File: src/rtl/core/swhc_pkg.sv
// shared types and constants of the sliding window hit counter
`timescale 1ns / 1ps

package swhc_pkg;

  // fixed field widths of one item
  localparam int unsigned TIME_W   = 31;
  localparam int unsigned SUM_W    = 41;
  localparam int unsigned IN_TDATA_W  = 32;
  localparam int unsigned OUT_TDATA_W = 48;

  // staging queue between front and back
  localparam int unsigned QUEUE_DEPTH = 2;
  localparam int unsigned QPTR_W      = $clog2(QUEUE_DEPTH);

  typedef enum logic {
    OP_HIT   = 1'b0,
    OP_QUERY = 1'b1
  } op_e;

  typedef enum logic [1:0] {
    FR_IDLE,
    FR_MUL,
    FR_MOD,
    FR_PUSH
  } front_state_e;

  typedef enum logic [2:0] {
    BK_CLEAR,
    BK_IDLE,
    BK_HIT_RD,
    BK_HIT_WR,
    BK_SCAN,
    BK_DRAIN,
    BK_DONE
  } back_state_e;

endpackage

File: src/rtl/core/swhc_queue.sv
// short fifo between front end and back end
`timescale 1ns / 1ps

module swhc_queue #(
  parameter int unsigned DATA_W = 8
) (
  input  logic              clk_i,
  input  logic              rst_ni,
  input  logic              push_i,
  input  logic [DATA_W-1:0] push_data_i,
  input  logic              pop_i,
  output logic [DATA_W-1:0] pop_data_o,
  output logic              full_o,
  output logic              empty_o
);

  localparam int unsigned CNT_W = $clog2(swhc_pkg::QUEUE_DEPTH + 1);

  logic [DATA_W-1:0]           entry_q [swhc_pkg::QUEUE_DEPTH];
  logic [swhc_pkg::QPTR_W-1:0] wr_ptr_q, rd_ptr_q;
  logic [CNT_W-1:0]            count_q;

  assign full_o     = count_q == CNT_W'(swhc_pkg::QUEUE_DEPTH);
  assign empty_o    = count_q == '0;
  assign pop_data_o = entry_q[rd_ptr_q];

  always_ff @(posedge clk_i or negedge rst_ni) begin
    if (!rst_ni) begin
      wr_ptr_q <= '0;
      rd_ptr_q <= '0;
      count_q  <= '0;
    end else begin
      if (push_i) begin
        wr_ptr_q <= wr_ptr_q + 1'b1;
      end
      if (pop_i) begin
        rd_ptr_q <= rd_ptr_q + 1'b1;
      end
      if (push_i && !pop_i) begin
        count_q <= count_q + 1'b1;
      end else if (pop_i && !push_i) begin
        count_q <= count_q - 1'b1;
      end
    end
  end

  always_ff @(posedge clk_i) begin
    if (push_i) begin
      entry_q[wr_ptr_q] <= push_data_i;
    end
  end

endmodule

File: config.mk
export PLATFORM = sky130hd
export DESIGN_NAME = swhc_queue
export DESIGN_NICKNAME = d
export VERILOG_FILES = /design/src/rtl/core/swhc_pkg.sv /design/src/rtl/core/swhc_queue.sv
export SDC_FILE = /design/constraint.sdc
export NUM_CORES = 1
export LEC_CHECK = 0
export BUFFER_PORTS_ARGS = -buffer_cell sky130_fd_sc_hd__buf_2
export CAP_MARGIN = 40
export CORE_AREA = 2 2 46 48
export CTS_BUF_LIST = sky130_fd_sc_hd__clkbuf_16
export CTS_CLUSTER_SIZE = 16
export DETAILED_ROUTE_END_ITERATION = 10
export DIE_AREA = 0 0 48 50
export GPL_TIMING_DRIVEN = 0
export PLACE_DENSITY = 0.65
export SLEW_MARGIN = 10
export SYNTH_ARGS = -nofsm -noshare
export SYNTH_HDL_FRONTEND = slang
export SYNTH_SLANG_ARGS = --single-unit
File: constraint.sdc
create_clock -name clk_i -period 3.5 [get_ports clk_i]
set_input_delay 0 -clock clk_i [delete_from_list [all_inputs] [get_ports clk_i]]
set_output_delay 0 -clock clk_i [all_outputs]
set_load 0.01 [all_outputs]
==> impl_results.md <==
* Avg Cell Area, Syn at 18.8 µm²
* Library cell occupying the most area in the post-synthesis netlist: sky130_fd_sc_hd__edfxtp_1
* Cell area after synthesis at around 770 µm²
* Share of post-route cells with drive strength above 1 at 44.2%
* Count of boundary I/O pins at 22
* Warnings from Yosys at 0
* Sequential element share of the synthesized area at roughly 75%
* Count of H-tree levels built during CTS at 1
* DRC violation count after routing at 0
* Dpl hpwl at 821 µm
* Die outline area at roughly 0.0024 mm²
* Max rail drop VDD at ~0.33 mV
* Initial standard-cell utilization of the core at around two fifths
* List of most frequent post-synthesis cells: sky130_fd_sc_hd__edfxtp_1, sky130_fd_sc_hd__mux2_2, sky130_fd_sc_hd__dfrtp_1, sky130_fd_sc_hd__xor2_1, sky130_fd_sc_hd__nor2_1
* Number of detailed-route iterations in the first pass at 4
* Die Y-Extent at roughly 50 µm
* Port buffer count at 21
* Run status: finished clean
* Share of the core filled with cells in the final layout at 57.8%
* Number of register bits inferred by synthesis at 20
* Static leakage at approximately 0.45 nW
* 1st-iter DRT viols at 5
* Post-CTS clock slew at the launch and capture registers of the worst setup and hold paths at ~0.05 ns
* Post-DR wirelength/cell at ~11 µm
* Number of cell rows at 16
* Worst-Margin Slew at between 0.7 and 0.8 ns
* CTS max path bufs at 2
* Register area at around 580 µm²
* Routability Congestion at 0.638
* Worst EP arrival at 1.24 ns
* Cts repair resizes at 0
* Number of maximum-capacitance constraint violations at 0
* Final min period at between 1 and 1.5 ns
* Post-CTS setup buffers at 0
* Vias in the first global route at a little over 400
* CP delay by family, top: buffers and inverters
* Class of the most critical setup path: in2reg
* RSZ-0062 raised after global routing: false
* Antenna violations before repair at 0
* Total core area at about 0.0019 mm²
* Min-delay worst type: in2async
* Pin count of the biggest net entering global routing at 12
* Wire length of the first global-routing pass at around 1700 µm
* Count of flip-flops with a built-in enable after synthesis at 16
* Final routed wirelength across all metal layers at around 1100 µm
* CP max-delay cell: sky130_fd_sc_hd__nor2b_1
* Area share of the largest cell type after synthesis at 62.3%
* Sum of overflow across all layers after global routing at 0
* Slack of the worst reg-to-reg path at ~2.1 ns
* Routed via count divided by cell count at 4.22
* Width of the die at around 48 µm
* Count of nets left with antenna violations after detail routing at 0
* Number of inserted filler cells in the final layout at 148
* Final count of hold timing violations at 0
* Most common flop cell mapped by yosys: sky130_fd_sc_hd__edfxtp_1
* Startpoint of the worst-slack reg-to-reg timing path: wr_ptr_q
* Area taken by multi-input logic gates at 175 µm²
* Slew Viols, Final at 0
* TritonCTS Buffers at 3
* Reg-to-reg critical path endpoint: entry_q[0][1]
* Top achievable clock speed at ~730 MHz
* Count of unique library cells instantiated by Yosys at 12
* Hold_buf cts at 11
* Clock Sink Count at 20
* Clock insertion delay at the later pin of the skew report at between 0.2 and 0.25 ns
* Critical path data required time at between 3 and 4 ns
* Max FO, Critical Path at 8
* Post-route clock skew at approximately 0.0016 ns
* Worst slack at placement at roughly 2.1 ns
* Cell with the most instances after synthesis: sky130_fd_sc_hd__edfxtp_1
* Crit path buf inv count at 2
* Number of endpoints failing setup at the final stage at 0
* Largest incremental delay on the critical path at about 0.59 ns
* Critical path endpoint category: flop
* Final Worst Setup Slack at approximately 2.1 ns
* Total via count in the routed design at around 440
* Worst Setup Start Kind: input port
* Main area contributors after synthesis: sky130_fd_sc_hd__edfxtp_1, sky130_fd_sc_hd__dfrtp_1, sky130_fd_sc_hd__mux2_2, sky130_fd_sc_hd__xor2_1, sky130_fd_sc_hd__ha_1
* Setup total negative slack at 0 ns
* Worst-case reg-to-reg path depth at 1
* Clock root buffer master: sky130_fd_sc_hd__clkbuf_16
* Tightest slew margin relative to the limit at between 50% and 60%
* CTS tree: yes
* Sequence of cells on the critical path: dlygate4sd3_1 -> buf_2 -> nor2b_1
* Layout net count at 91
* Post-synth net total at between 50 and 60
* Tot GR Track Use at between 10% and 20%
* Number of instances in the synthesized netlist at around 40
* Area growth from synthesis to layout at 42.5%
* ANT cells at 0
* Final clock period utilization by the worst path at 39.2%
* Proportion of synthesized flip-flops having asynchronous set or reset at 20.0%
* Pwr per Cell Area at approximately 730 mW/mm²
[per-layer routing]
| metal | wire (µm) | GRT usage, % |
|---|---|---|
| met5 | 0 | 0 |
| met4 | 0 | 4.05 |
| met2 | 599 | 16.9 |
| met3 | 42 | 3.30 |
| met1 | 507 | 12.1 |
[final cells by class]
| cell class | count | area share, % |
|---|---|---|
| Buffer | 1 | 1.03 |
| Clock buffer | 3 | 6.83 |
| Clock inverter | 1 | 0.342 |
| Inverter | 1 | 0.342 |
| Multi-Input combinational cell | 19 | 15.9 |
| Sequential cell | 20 | 52.8 |
| Tap cell | 27 | 3.08 |
| Timing Repair Buffer | 32 | 19.6 |
[state kept, by name (all words and copies together) (netlist names)]
signal / cells
count_q: 2
entry_q: 16
rd_ptr_q: 1
wr_ptr_q: 1
[worst max-delay path by stage]
| stage | startpoint | endpoint | slack (ns) | cells after the start |
|---|---|---|---|---|
| after floorplan | wr_ptr_q | entry_q[0][0] | 2.34 | 1 |
| after CTS | push_i | entry_q[0][1] | 2.08 | 3 |
| after global routing | push_i | entry_q[0][1] | 2.01 | 3 |
| after detailed placement | wr_ptr_q | entry_q[0][4] | 2.10 | 1 |
| final | push_i | entry_q[0][1] | 2.13 | 3 |
| after global placement | wr_ptr_q | entry_q[0][1] | 2.12 | 1 |
[through the flow]
| stage | total power, mW | instances | cell area [µm²] | hold slack, ns |
|---|---|---|---|---|
| 5_1_grt | 0.855 | 104 | 1100 | 0.109 |
| 4_1_cts | 0.818 | 104 | 1100 | 0.0925 |
| 3_5_place_dp | 0.585 | 89 | 910 | -0.191 |
| 3_3_place_gp | 0.579 | 89 | 910 | -0.191 |
| 6_report | 0.806 | 104 | 1100 | 0.0931 |
| 2_1_floorplan | 0.505 | 41 | 771 | -0.296 |
[cell families after synthesis]
| kind of cell | after synthesis | synth area share [%] |
|---|---|---|
| simple gates | 5 | 3.74 |
| mux | 8 | 11.7 |
| xor+xnor | 5 | 5.68 |
| flops | 20 | 75.3 |
| fa+ha+maj | 1 | 1.62 |
| buf+inv | 2 | 1.95 |
[cell usage in the layout, fill, tap and decap left out, drive strengths merged]
| master | count |
|---|---|
| xor2 | 4 |
| and2b | 1 |
| inv | 2 |
| ha | 1 |
| and2 | 1 |
| clkbuf | 3 |
| buf | 22 |
| xnor2 | 1 |
| nor2 | 2 |
| edfxtp | 16 |
| dlygate4sd3 | 11 |
| nor2b | 1 |
| dfrtp | 4 |
| mux2 | 8 |
[power breakdown]
group	switching (mW)	total, mW	leakage (nW)	internal [mW]
clock network	0.0690	0.220	0.0423	0.151
logic	0.109	0.233	0.216	0.124
registers	0.0283	0.353	0.197	0.325
No activity file was read; power rests on OpenSTA's default activity.
