File: config.mk
export PLATFORM = sky130hd
export DESIGN_NAME = swhc_front
export DESIGN_NICKNAME = d
export VERILOG_FILES = /design/src/rtl/core/swhc_pkg.sv /design/src/rtl/core/swhc_front.sv
export SDC_FILE = /design/constraint.sdc
export NUM_CORES = 1
export LEC_CHECK = 0
export BUFFER_PORTS_ARGS = -buffer_cell sky130_fd_sc_hd__buf_2
export CORE_MARGIN = 2
export CORE_UTILIZATION = 35
export DETAILED_ROUTE_END_ITERATION = 7
export PLACE_DENSITY_LB_ADDON = 0.25
export REMOVE_ABC_BUFFERS = 1
export SLEW_MARGIN = 20
export SYNTH_ARGS = -nofsm -noshare
export SYNTH_HDL_FRONTEND = slang
export SYNTH_SLANG_ARGS = --single-unit
File: constraint.sdc
create_clock -name clk_i -period 10.55 [get_ports clk_i]
set_input_delay 1.5825 -clock clk_i [delete_from_list [all_inputs] [get_ports clk_i]]
set_output_delay 1.5825 -clock clk_i [all_outputs]
set_load 0.01 [all_outputs]
File: src/rtl/core/swhc_pkg.sv
// shared types and constants of the sliding window hit counter
`timescale 1ns / 1ps

package swhc_pkg;

  // fixed field widths of one item
  localparam int unsigned TIME_W   = 31;
  localparam int unsigned SUM_W    = 41;
  localparam int unsigned IN_TDATA_W  = 32;
  localparam int unsigned OUT_TDATA_W = 48;

  // staging queue between front and back
  localparam int unsigned QUEUE_DEPTH = 2;
  localparam int unsigned QPTR_W      = $clog2(QUEUE_DEPTH);

  typedef enum logic {
    OP_HIT   = 1'b0,
    OP_QUERY = 1'b1
  } op_e;

  typedef enum logic [1:0] {
    FR_IDLE,
    FR_MUL,
    FR_MOD,
    FR_PUSH
  } front_state_e;

  typedef enum logic [2:0] {
    BK_CLEAR,
    BK_IDLE,
    BK_HIT_RD,
    BK_HIT_WR,
    BK_SCAN,
    BK_DRAIN,
    BK_DONE
  } back_state_e;

endpackage

File: src/rtl/core/swhc_front.sv
// front end: accepts items and works out the bucket index of hits
`timescale 1ns / 1ps

module swhc_front #(
  parameter int unsigned WINDOW = 300,
  parameter int unsigned AW     = $clog2(WINDOW),
  parameter int unsigned ENT_W  = 1 + swhc_pkg::TIME_W + AW
) (
  input  logic                                clk_i,
  input  logic                                rst_ni,
  input  logic                                s_axis_tvalid,
  output logic                                s_axis_tready,
  input  logic [swhc_pkg::IN_TDATA_W-1:0]     s_axis_tdata,
  input  logic                                s_axis_tuser,
  input  logic                                clearing_i,
  input  logic                                q_full_i,
  output logic                                q_push_o,
  output logic [ENT_W-1:0]                    q_data_o
);

  localparam int unsigned TW = swhc_pkg::TIME_W;
  // reciprocal of the window scaled by 2^(TW+AW), exact for every TW-bit time
  localparam longint unsigned RECIP = ((64'd1 << (TW + AW)) / WINDOW) + 64'd1;

  swhc_pkg::front_state_e state_q, state_d;
  logic                        op_q, op_d;
  logic [TW-1:0]               time_q, time_d;
  logic [AW-1:0]               rem_q, rem_d;
  logic [2*TW:0]               prod_q, prod_d;
  logic [TW-AW:0]              quo;
  logic [TW-1:0]               rem_full;
  logic                        accept;

  always_ff @(posedge clk_i or negedge rst_ni) begin
    if (!rst_ni) begin
      state_q <= swhc_pkg::FR_IDLE;
    end else begin
      state_q <= state_d;
    end
  end

  always_ff @(posedge clk_i) begin
    op_q    <= op_d;
    time_q  <= time_d;
    rem_q   <= rem_d;
    prod_q  <= prod_d;
  end

  // time mod window: quotient by reciprocal multiply, then one multiply-subtract
  assign prod_d   = (2*TW+1)'(time_q) * (2*TW+1)'(RECIP);
  assign quo      = prod_q[2*TW:TW+AW];
  assign rem_full = time_q - TW'(quo) * TW'(WINDOW);

  assign s_axis_tready = (state_q == swhc_pkg::FR_IDLE) && !clearing_i;
  assign accept        = s_axis_tvalid && s_axis_tready;

  always_comb begin
    state_d       = state_q;
    op_d          = op_q;
    time_d        = time_q;
    rem_d         = rem_q;
    q_push_o      = 1'b0;
    case (state_q)
      swhc_pkg::FR_IDLE: begin
        if (accept) begin
          op_d    = s_axis_tuser;
          time_d  = s_axis_tdata[TW-1:0];
          rem_d   = '0;
          // queries need no bucket index
          if (s_axis_tuser == swhc_pkg::OP_QUERY) begin
            state_d = swhc_pkg::FR_PUSH;
          end else begin
            state_d = swhc_pkg::FR_MUL;
          end
        end
      end
      swhc_pkg::FR_MUL: begin
        state_d = swhc_pkg::FR_MOD;
      end
      swhc_pkg::FR_MOD: begin
        rem_d   = rem_full[AW-1:0];
        state_d = swhc_pkg::FR_PUSH;
      end
      swhc_pkg::FR_PUSH: begin
        if (!q_full_i) begin
          q_push_o = 1'b1;
          state_d  = swhc_pkg::FR_IDLE;
        end
      end
      default: begin
        state_d = swhc_pkg::FR_IDLE;
      end
    endcase
  end

  // entry layout from the lowest bit: op, time, slot
  assign q_data_o = {rem_q, time_q, op_q};

endmodule

==> impl_metrics.yaml, run 1 <==
status:
  status: "finished clean"
critical_path:
  timing.rr.start: "time_q[9]$_DFFE_PP_"
  rrSetupSlack_ns: 2.99
  r2r_end: "prod_q[46]$_DFF_P_"
  path_max_fanout: 8
  reg2reg_depth: 20
  start_kind: "register"
  critPathMaxStageDelay_ns: 0.80
  cpMostUsedCell: "fa_1"
  critPathKind: "reg2reg"
  path_buf_inv: 4
  worst_path_max_delay_cell: "edfxtp_1"
  cp.arrival_ns: 7.77
  endpoint_kind: "register"
  cp.required_ns: 10.76
  cp_top_family: "adder cells"
  crit_chain: "inv_1 -> fa_1 -> fa_1 -> fa_1 -> inv_1 -> fa_1 -> fa_1 -> fa_1 -> fa_1 -> inv_1 -> fa_1 -> inv_1 -> ha_1 -> a21oi_1 -> nor2b_1 -> a211oi_1 -> o211ai_1 -> a31oi_1 -> o21ai_0 -> xnor2_1"
sta:
  skew_ns: 0.0191
  slew_viol_final: 0
  fin_ws_ns: 2.99
  max-slew-margin-rel_pct: 40.0
  tns_ns: 0
  layout_min_cycle_time_ns: 7.56
  grt_setup_unrepaired: "no"
  finalSetupViolCount: 0
  hold_viol: 0
  fmax_mhz: 132
  finalCritPeriodShare_pct: 71.6
  hold-worst-slack_ns: 0.624
  worstMarginPinSlew_ns: 0.900
synth:
  ys_ff_latch: 50
  ys_seq_area_share_pct: 10.1
  syn_area_per_cell_sq_um: 10.5
  ys.flop_type: "edfxtp_1"
  synthesis.area_sq_um: 14000
  ys.warnings.count: 0
  ys_async_sr_fraction_pct: 4.00
  synth-edff-count: 41
  synth_cell_types: 44
  syn_inst: 1333
route:
  vias_per_cell: 4.55
  postRouteAntennaNets: 0
  drc: 0
  vias: 8921
  post_drt_wl_per_cell_um: 17.5
  firstDrtPassIters: 5
  dr.first_iter.drc_count: 341
  totalWireLength_um: 34200
finish:
  fillerInstances: 4010
  final_nets: 2047
  final_cell_mix: "inv_1, ha_1, fa_1"
  area_growth_pct: 9.36
  stdcell_count: 1959
  antenna_cells: 0
  drive_gt1_share_pct: 7.53
  mostFrequentLayoutCell: "inv_1"
floorplan:
  num_io_pins: 81
  core_sq_um: 39600
  num_rows: 73
  dieHeight_um: 204
  die_x_um: 204
  start_util_pct: 35.3
  dieArea_sq_um: 41700
global_route:
  grt_pass1_wl_um: 55700
  antenna_found_initial: 0
  grt_max_degree: 20
  grt_usage_pct: 18.0
  grt_pass1_vias: 9965
  grt-ovfl-total: 0
clocking:
  root_buffer: "clkbuf_16"
  numCtsBuffers: 5
  cts_resized: 0
  cts.sinks: 50
  clk_latency_ns: 0.32
  postCtsSetupBuffers: 0
  htreeDepth: 2
  cts_tree: "done"
  hold_buffers: 0
  clk_path_buf_depth: 2
  clk_pin_slew_ns: 0.09
min_path:
  hold_path_end: "state_q[1]$_DFFE_PN0P_"
  hold_class: "reg2reg"
  min_path_cells: 2
  min-delay-start: "state_q[1]$_DFFE_PN0P_"
place:
  io_buffers: 79
  gp_congestion: 0.840
  pre_cts_ws_ns: 3.03
  dpl.cell_count: 1951
  dpl.hpwl_um: 29500
flow_run:
  max-cap-violations: 0
==> logic make-up after synthesis <==
family / after synthesis / synth area share (%)
buffers and inverters: 471 / 12.7
and+or+nand+nor: 86 / 2.93
AOI/OAI and AO/OA: 107 / 4.72
adders and majority gates: 576 / 66.8
xor gates and xnor gates: 42 / 2.63
muxes: 1 / 0.0714
DFF: 50 / 10.1
==> worst max path at each step <==
stage | cells after the start | startpoint | end
after floorplan | 20 | time_q[8]$_DFFE_PP_ | prod_q[44]$_DFF_P_
after global placement | 20 | time_q[9]$_DFFE_PP_ | prod_q[46]$_DFF_P_
after detailed placement | 20 | time_q[9]$_DFFE_PP_ | prod_q[46]$_DFF_P_
after CTS | 20 | time_q[9]$_DFFE_PP_ | prod_q[46]$_DFF_P_
after global routing | 20 | time_q[9]$_DFFE_PP_ | prod_q[46]$_DFF_P_
final | 20 | time_q[9]$_DFFE_PP_ | prod_q[46]$_DFF_P_
==> layout make-up <==
class / count / area (sq um) / area share [%]
inverters: 468 / 1760 / 11.5
flip-flops and latches: 50 / 1420 / 9.28
repair buffers: 96 / 523 / 3.41
multi-input cells: 812 / 10800 / 70.6
clock buffers: 5 / 125 / 0.817
well taps: 525 / 657 / 4.29
clock inverters: 3 / 28.8 / 0.188
==> metal layers <==
metal	share of wire, %	vias up	track usage (%)
met5	0	-	0
met4	3.2	0	5.85
met3	3.8	42	1.88
met2	48	158	30.3
met1	45	4468	24.2
li1	-	4253	-
==> cell usage after synthesis (all sizes together) (2+ instances only) <==
cell | n | share of area, %
fa | 287 | 41
a21oi | 40 | 1.4
buf | 3 | 0.16
nor3 | 3 | 0.11
inv | 468 | 13
dfrtp | 2 | 0.36
o31ai | 3 | 0.16
nand2 | 27 | 0.72
and3 | 6 | 0.27
and2 | 3 | 0.13
o21ai | 21 | 0.75
o211ai | 6 | 0.32
dfxtp | 7 | 1.0
xor2 | 8 | 0.50
edfxtp | 41 | 8.8
nor4 | 2 | 0.089
a22oi | 2 | 0.11
nor2b | 5 | 0.22
nand3 | 6 | 0.21
ha | 289 | 26
o21a | 3 | 0.16
a211oi | 7 | 0.41
nor2 | 23 | 0.62
a21o | 12 | 0.65
o21bai | 3 | 0.16
a31oi | 3 | 0.13
nand4 | 6 | 0.27
xnor2 | 34 | 2.1
==> state kept, by name, summed over array words and instances, names as in the netlist <==
signal   cells
state_q      2
time_q      31
op_q         1
rem_q        9
prod_q       7
==> stage by stage <==
stage	utilization (%)	instance area (sq um)
floorplan	-	14000
global placement	38.3	15200
detailed placement	38.3	15200
CTS	38.7	15300
global route	38.7	15300
finish	38.7	15300
==> worst register-to-register path, delay by kind of cell, from the launching register on <==
kind            cells  cell delay [ns]
fa+ha+maj           9             4.54
buf+inv             4             0.60
compound gates      5             1.28
xor+xnor            1             0.15
simple gates        1             0.07
flops               1             0.80
Power of run 1 is not shown: default switching activity piles up to over one toggle a cycle in this logic, so the estimate is an artifact.
==> run 2: changes to the inputs <==
--- a/config.mk
+++ b/config.mk
@@ -5,6 +5,7 @@
 export SDC_FILE = /design/constraint.sdc
 export NUM_CORES = 1
 export LEC_CHECK = 0
+export ABC_AREA = 1
 export BUFFER_PORTS_ARGS = -buffer_cell sky130_fd_sc_hd__buf_2
 export CORE_MARGIN = 2
 export CORE_UTILIZATION = 35
==> constraint.sdc (replaced) <==
create_clock -name clk_i -period 7.1 [get_ports clk_i]
set_input_delay 1.065 -clock clk_i [delete_from_list [all_inputs] [get_ports clk_i]]
set_output_delay 1.065 -clock clk_i [all_outputs]
set_load 0.01 [all_outputs]
==> run 2 against run 1 <==
Against the previous run: final cell count grew 16%; clock-buffer cell count is the same; non-clock buffer count grew 14; critical path type unchanged; largest cell class unchanged; highest routed layer unchanged.
==> impl_metrics.yaml, run 2 <==
flow_run:
  max-cap-violations: 0
global_route:
  grt_max_degree: 33
  use_met2_pct: 32.9
  grt-ovfl-total: 0
  antenna_found_initial: 0
  grtUsageMet3_pct: 2.46
  grt_usage_pct: 19.6
  grt_pass1_wl_um: 64200
  grt_pass1_vias: 11100
  grt_use_met1_pct: 27.4
  grt.busiest_layer: "met2"
finish:
  fin_area_sq_um: 16400
  drive_gt1_share_pct: 8.95
  fillerInstances: 4232
  top_regs: "time_q: 31 flops, rem_q: 9 flops, prod_q: 7 flops"
  final_cell_mix: "inv_1, ha_1, fa_1"
  mostFrequentLayoutCell: "inv_1"
  final_nets: 2345
  final_util_pct: 38.9
  largest_reg_flops: 31
  area_growth_pct: 9.65
  antenna_cells: 0
  multiInputGateArea_sq_um: 11400
  top_register: "time_q"
  seq_area_sq_um: 1420
synth:
  syn_inst: 1618
  ys.flop_type: "edfxtp_1"
  ys_ff_latch: 50
  synthesis.area_sq_um: 14900
  synth-edff-count: 41
  ys.warnings.count: 0
  yosysMostFrequentCell: "inv_1"
  yosysTopAreaCell: "fa_1"
  synth_cell_types: 33
  ys_async_sr_fraction_pct: 4.00
  synth_area_leaders: "fa_1, ha_1, inv_1, edfxtp_1, nand2_1"
  yosysTopAreaCellShare_pct: 38.5
  yosys-top-cells-count: "inv_1, ha_1, fa_1, nand2_1, nor2_1"
  ys_seq_area_share_pct: 9.52
  syn_area_per_cell_sq_um: 9.23
floorplan:
  num_rows: 75
  dieHeight_um: 211
  die_x_um: 211
  core_sq_um: 42000
  dieArea_sq_um: 44300
  num_io_pins: 81
  start_util_pct: 35.5
route:
  totalWireLength_um: 40100
  post_drt_wl_per_cell_um: 17.7
  vias_per_cell: 4.54
  postRouteAntennaNets: 0
  dr.first_iter.drc_count: 512
  firstDrtPassIters: 5
  vias: 10300
  drc: 0
status:
  status: "finished clean"
clocking:
  cts_tree: "done"
  postCtsSetupBuffers: 0
  clk_path_buf_depth: 2
  cts.sinks: 50
  hold_buffers: 0
  clk_latency_ns: 0.34
  clk_pin_slew_ns: 0.09
  numCtsBuffers: 5
  htreeDepth: 2
  root_buffer: "clkbuf_16"
  cts_resized: 0
critical_path:
  path_buf_inv: 5
  cpMostUsedCell: "fa_1"
  reg2reg_depth: 22
  timing.rr.start: "time_q[18]$_DFFE_PP_"
  worst_path_max_delay_cell: "edfxtp_1"
  rrSetupSlack_ns: 0.67
  cp.required_ns: 7.33
  cp_top_family: "adder cells"
  critPathMaxStageDelay_ns: 0.62
  cp.arrival_ns: 6.66
  endpoint_kind: "register"
  critical_path_depth: 22
  path_max_fanout: 8
  critPathKind: "reg2reg"
  start_kind: "register"
  crit_end: "prod_q[46]$_DFF_P_"
  startpoint: "time_q[18]$_DFFE_PP_"
  r2r_end: "prod_q[46]$_DFF_P_"
  crit_chain: "buf_12 -> fa_1 -> fa_1 -> inv_1 -> fa_1 -> inv_1 -> fa_1 -> inv_1 -> fa_1 -> fa_1 -> inv_1 -> fa_1 -> ha_1 -> ha_1 -> a21oi_1 -> nand2_1 -> nand2_1 -> nand3_1 -> nor2_1 -> nand3_1 -> nand3_1 -> nand2_1"
sta:
  finalCritPeriodShare_pct: 90.5
  layout_min_cycle_time_ns: 6.43
  grt_setup_unrepaired: "no"
  max-slew-margin-rel_pct: 38.4
  worstMarginPinSlew_ns: 0.923
  tns_ns: 0
  fmax_mhz: 156
  finalSetupViolCount: 0
  skew_ns: 0.0104
  slew_viol_final: 0
  hold_viol: 0
min_path:
  hold_class: "in2async"
place:
  gp_congestion: 0.900
  place_area_sq_um: 16200
  dpl.hpwl_um: 35500
  io_buffers: 79
-- run 2: cell types whose count changed in the layout (fill, tap and decap cells not counted), moves of 16 or more --
cell / before / now
nor2_2: 0 / 16
nand3_1: 6 / 32
xnor2_1: 34 / 6
inv_1: 468 / 535
nand2_1: 27 / 203
nor2_1: 23 / 60
-- run 2: final cells by class --
type,instances,share of cell area [%]
multi-input cells,1021,69.9
inverters,543,12.5
flip-flops and latches,50,8.68
well taps,539,4.12
repair buffers,110,3.91
clock buffers,5,0.764
clock inverters,3,0.161
-- run 2: kinds of logic after synthesis --
| kind of cell | count (synthesis) | synth area share [%] |
|---|---|---|
| buffers and inverters | 547 | 13.8 |
| AND/OR/NAND/NOR | 341 | 9.82 |
| flip-flops | 50 | 9.52 |
| XOR/XNOR | 13 | 0.763 |
| adder cells (fa/ha/maj) | 576 | 62.7 |
| AO/OA/AOI/OAI | 91 | 3.34 |
-- run 2: worst min path at each step --
stage	startpoint	end	slack, ns	depth (start not counted)
6_report	rst_ni	state_q[1]$_DFFE_PN0P_	0.49	1
5_1_grt	rst_ni	state_q[1]$_DFFE_PN0P_	0.47	1
4_1_cts	rst_ni	state_q[1]$_DFFE_PN0P_	0.47	1
3_5_place_dp	state_q[0]$_DFFE_PN0P_	state_q[0]$_DFFE_PN0P_	0.61	2
3_3_place_gp	state_q[0]$_DFFE_PN0P_	state_q[0]$_DFFE_PN0P_	0.59	2
2_1_floorplan	state_q[0]$_DFFE_PN0P_	state_q[0]$_DFFE_PN0P_	0.57	2
-- run 2: worst register-to-register path: stages, from the launching register on --
cell and delay (ns):
edfxtp_1 0.62, buf_12 0.25, fa_1 0.46, fa_1 0.53, inv_1 0.07, fa_1 0.51, inv_1 0.06, fa_1 0.55
inv_1 0.06, fa_1 0.46, fa_1 0.49, inv_1 0.05, fa_1 0.51, ha_1 0.31, ha_1 0.40, a21oi_1 0.27
nand2_1 0.14, nand2_1 0.08, nand3_1 0.10, nor2_1 0.15, nand3_1 0.10, nand3_1 0.09, nand2_1 0.08
-- run 2: per-stage QoR --
stage	instances	worst slack [ns]	hold WS, ns
final	2271	0.674	0.493
after global routing	2271	0.324	0.474
after CTS	2271	0.648	0.471
after detailed placement	2263	0.696	0.615
after global placement	2263	0.674	0.588
after floorplan	1614	1.05	0.571
-- run 2: per-layer routing --
layer  up-vias  part of all wire, %
met5         -                    0
li1       5047                    -
met1      5112                   48
met2       128                   47
met3        15                  3.4
met4         0                  1.3
Power of run 2 is left out for the same reason.
==> run 3: changes to the inputs <==
--- a/config.mk
+++ b/config.mk
@@ -7,7 +7,7 @@
 export LEC_CHECK = 0
 export ABC_AREA = 1
 export BUFFER_PORTS_ARGS = -buffer_cell sky130_fd_sc_hd__buf_2
-export CORE_MARGIN = 2
+export CORE_MARGIN = 4
 export CORE_UTILIZATION = 35
 export DETAILED_ROUTE_END_ITERATION = 7
 export PLACE_DENSITY_LB_ADDON = 0.25
==> run 3 against run 2 <==
Against the previous run: die area increased by 3.8%; design area decreased by 0.21%; critical path type unchanged; routed wire length shrank 0.48%; largest cell class unchanged.
==> impl_metrics.yaml, run 3 (synthesis results as in run 2) <==
global_route:
  grt-ovfl-total: 0
  grt_pass1_vias: 11100
  grt_usage_pct: 18.0
  grt_pass1_wl_um: 63000
  grt_max_degree: 33
  antenna_found_initial: 1
critical_path:
  endpoint_kind: "register"
  path_max_fanout: 10
  rrSetupSlack_ns: 0.64
  cp.arrival_ns: 6.68
  crit_end: "prod_q[46]$_DFF_P_"
  timing.rr.start: "time_q[21]$_DFFE_PP_"
  r2r_end: "prod_q[46]$_DFF_P_"
  startpoint: "time_q[21]$_DFFE_PP_"
  reg2reg_depth: 21
  cp.required_ns: 7.32
  start_kind: "register"
  critPathKind: "reg2reg"
finish:
  area_growth_pct: 9.41
  fin_area_sq_um: 16300
  fillerInstances: 4247
  final_cell_mix: "inv_1, ha_1, fa_1"
  mostFrequentLayoutCell: "inv_1"
  antenna_cells: 0
  top_register: "time_q"
  stdcell_count: 2268
  largest_reg_flops: 31
  drive_gt1_share_pct: 8.79
  final_nets: 2342
  top_regs: "time_q: 31 flops, rem_q: 9 flops, prod_q: 7 flops"
sta:
  finalSetupViolCount: 0
  worstMarginPinSlew_ns: 0.892
  layout_min_cycle_time_ns: 6.46
  fmax_mhz: 155
  max-slew-margin-rel_pct: 40.5
  grt_setup_unrepaired: "no"
  slew_viol_final: 0
  hold_viol: 0
  skew_ns: 0.0184
  hold-worst-slack_ns: 0.492
  finalCritPeriodShare_pct: 91.0
  tns_ns: 0
clocking:
  postCtsSetupBuffers: 0
  htreeDepth: 2
  cts_tree: "done"
  numCtsBuffers: 5
  clk_path_buf_depth: 2
  root_buffer: "clkbuf_16"
  cts_resized: 0
  clk_latency_ns: 0.34
  clk_pin_slew_ns: 0.08
  cts.sinks: 50
  hold_buffers: 0
floorplan:
  dieArea_sq_um: 46000
  die_x_um: 215
  num_rows: 75
  start_util_pct: 35.5
  dieHeight_um: 215
  core_sq_um: 42000
  num_io_pins: 81
place:
  dpl.cell_count: 2260
  dpl.hpwl_um: 35400
  gp_congestion: 0.901
  io_buffers: 79
  place_area_sq_um: 16200
flow_run:
  max-cap-violations: 0
status:
  status: "finished clean"
route:
  drc: 0
  totalWireLength_um: 40000
  postRouteAntennaNets: 0
  dr.first_iter.drc_count: 510
  firstDrtPassIters: 6
  vias: 10400
  post_drt_wl_per_cell_um: 17.6
  vias_per_cell: 4.57
min_path:
  hold_class: "in2async"
==> run 3: cell types whose count changed in the layout (fill, tap and decap cells not counted) <==
cell / before / now
buf_4: 30 / 28
buf_12: 1 / 0
==> run 3: worst min-delay path by stage <==
stage,start,end,cells after the start
4_1_cts,rst_ni,state_q[1]$_DFFE_PN0P_,1
3_5_place_dp,state_q[0]$_DFFE_PN0P_,state_q[0]$_DFFE_PN0P_,2
3_3_place_gp,state_q[0]$_DFFE_PN0P_,state_q[0]$_DFFE_PN0P_,2
2_1_floorplan,state_q[0]$_DFFE_PN0P_,state_q[0]$_DFFE_PN0P_,2
6_report,rst_ni,state_q[1]$_DFFE_PN0P_,1
5_1_grt,rst_ni,state_q[1]$_DFFE_PN0P_,1
==> run 3: worst max-delay path, cell delays in order, from the launching register on <==
cell and delay [ns]:
edfxtp_1 0.75, fa_1 0.54, fa_1 0.50, inv_1 0.06, fa_1 0.50, inv_1 0.06, fa_1 0.54, inv_1 0.06
fa_1 0.47, fa_1 0.50, inv_1 0.05, fa_1 0.50, ha_1 0.31, ha_1 0.41, a21oi_1 0.31, nand2_1 0.13
nand2_1 0.07, nand3_1 0.07, nor2_1 0.19, nand3_1 0.12, nand3_1 0.10, nand2_1 0.10
==> run 3: per-layer routing <==
layer  share of wire [%]  track usage [%]  routed length, um
met1                  46             24.4              18600
met2                  47             30.0              18700
met3                 4.6             3.59               1840
met4                 2.1             4.26                831
met5               0.033                0                 13
==> run 3: cell type report <==
cell class | count | area, sq um | share of cell area [%]
clock buffers | 5 | 125 | 0.766
clock inverters | 3 | 26.3 | 0.161
flip-flops and latches | 50 | 1420 | 8.70
repair buffers | 107 | 606 | 3.71
multi-input cells | 1021 | 11400 | 70.1
well taps | 539 | 674 | 4.13
inverters | 543 | 2040 | 12.5
==> run 3: through the flow <==
| stage | util, % | setup slack (ns) |
|---|---|---|
| final | 38.8 | 0.640 |
| after detailed placement | 38.5 | 0.716 |
| after global routing | 38.8 | 0.394 |
| after global placement | 38.5 | 0.699 |
| after CTS | 38.8 | 0.638 |
| after floorplan | - | 1.05 |
Power of run 3 is left out for the same reason.
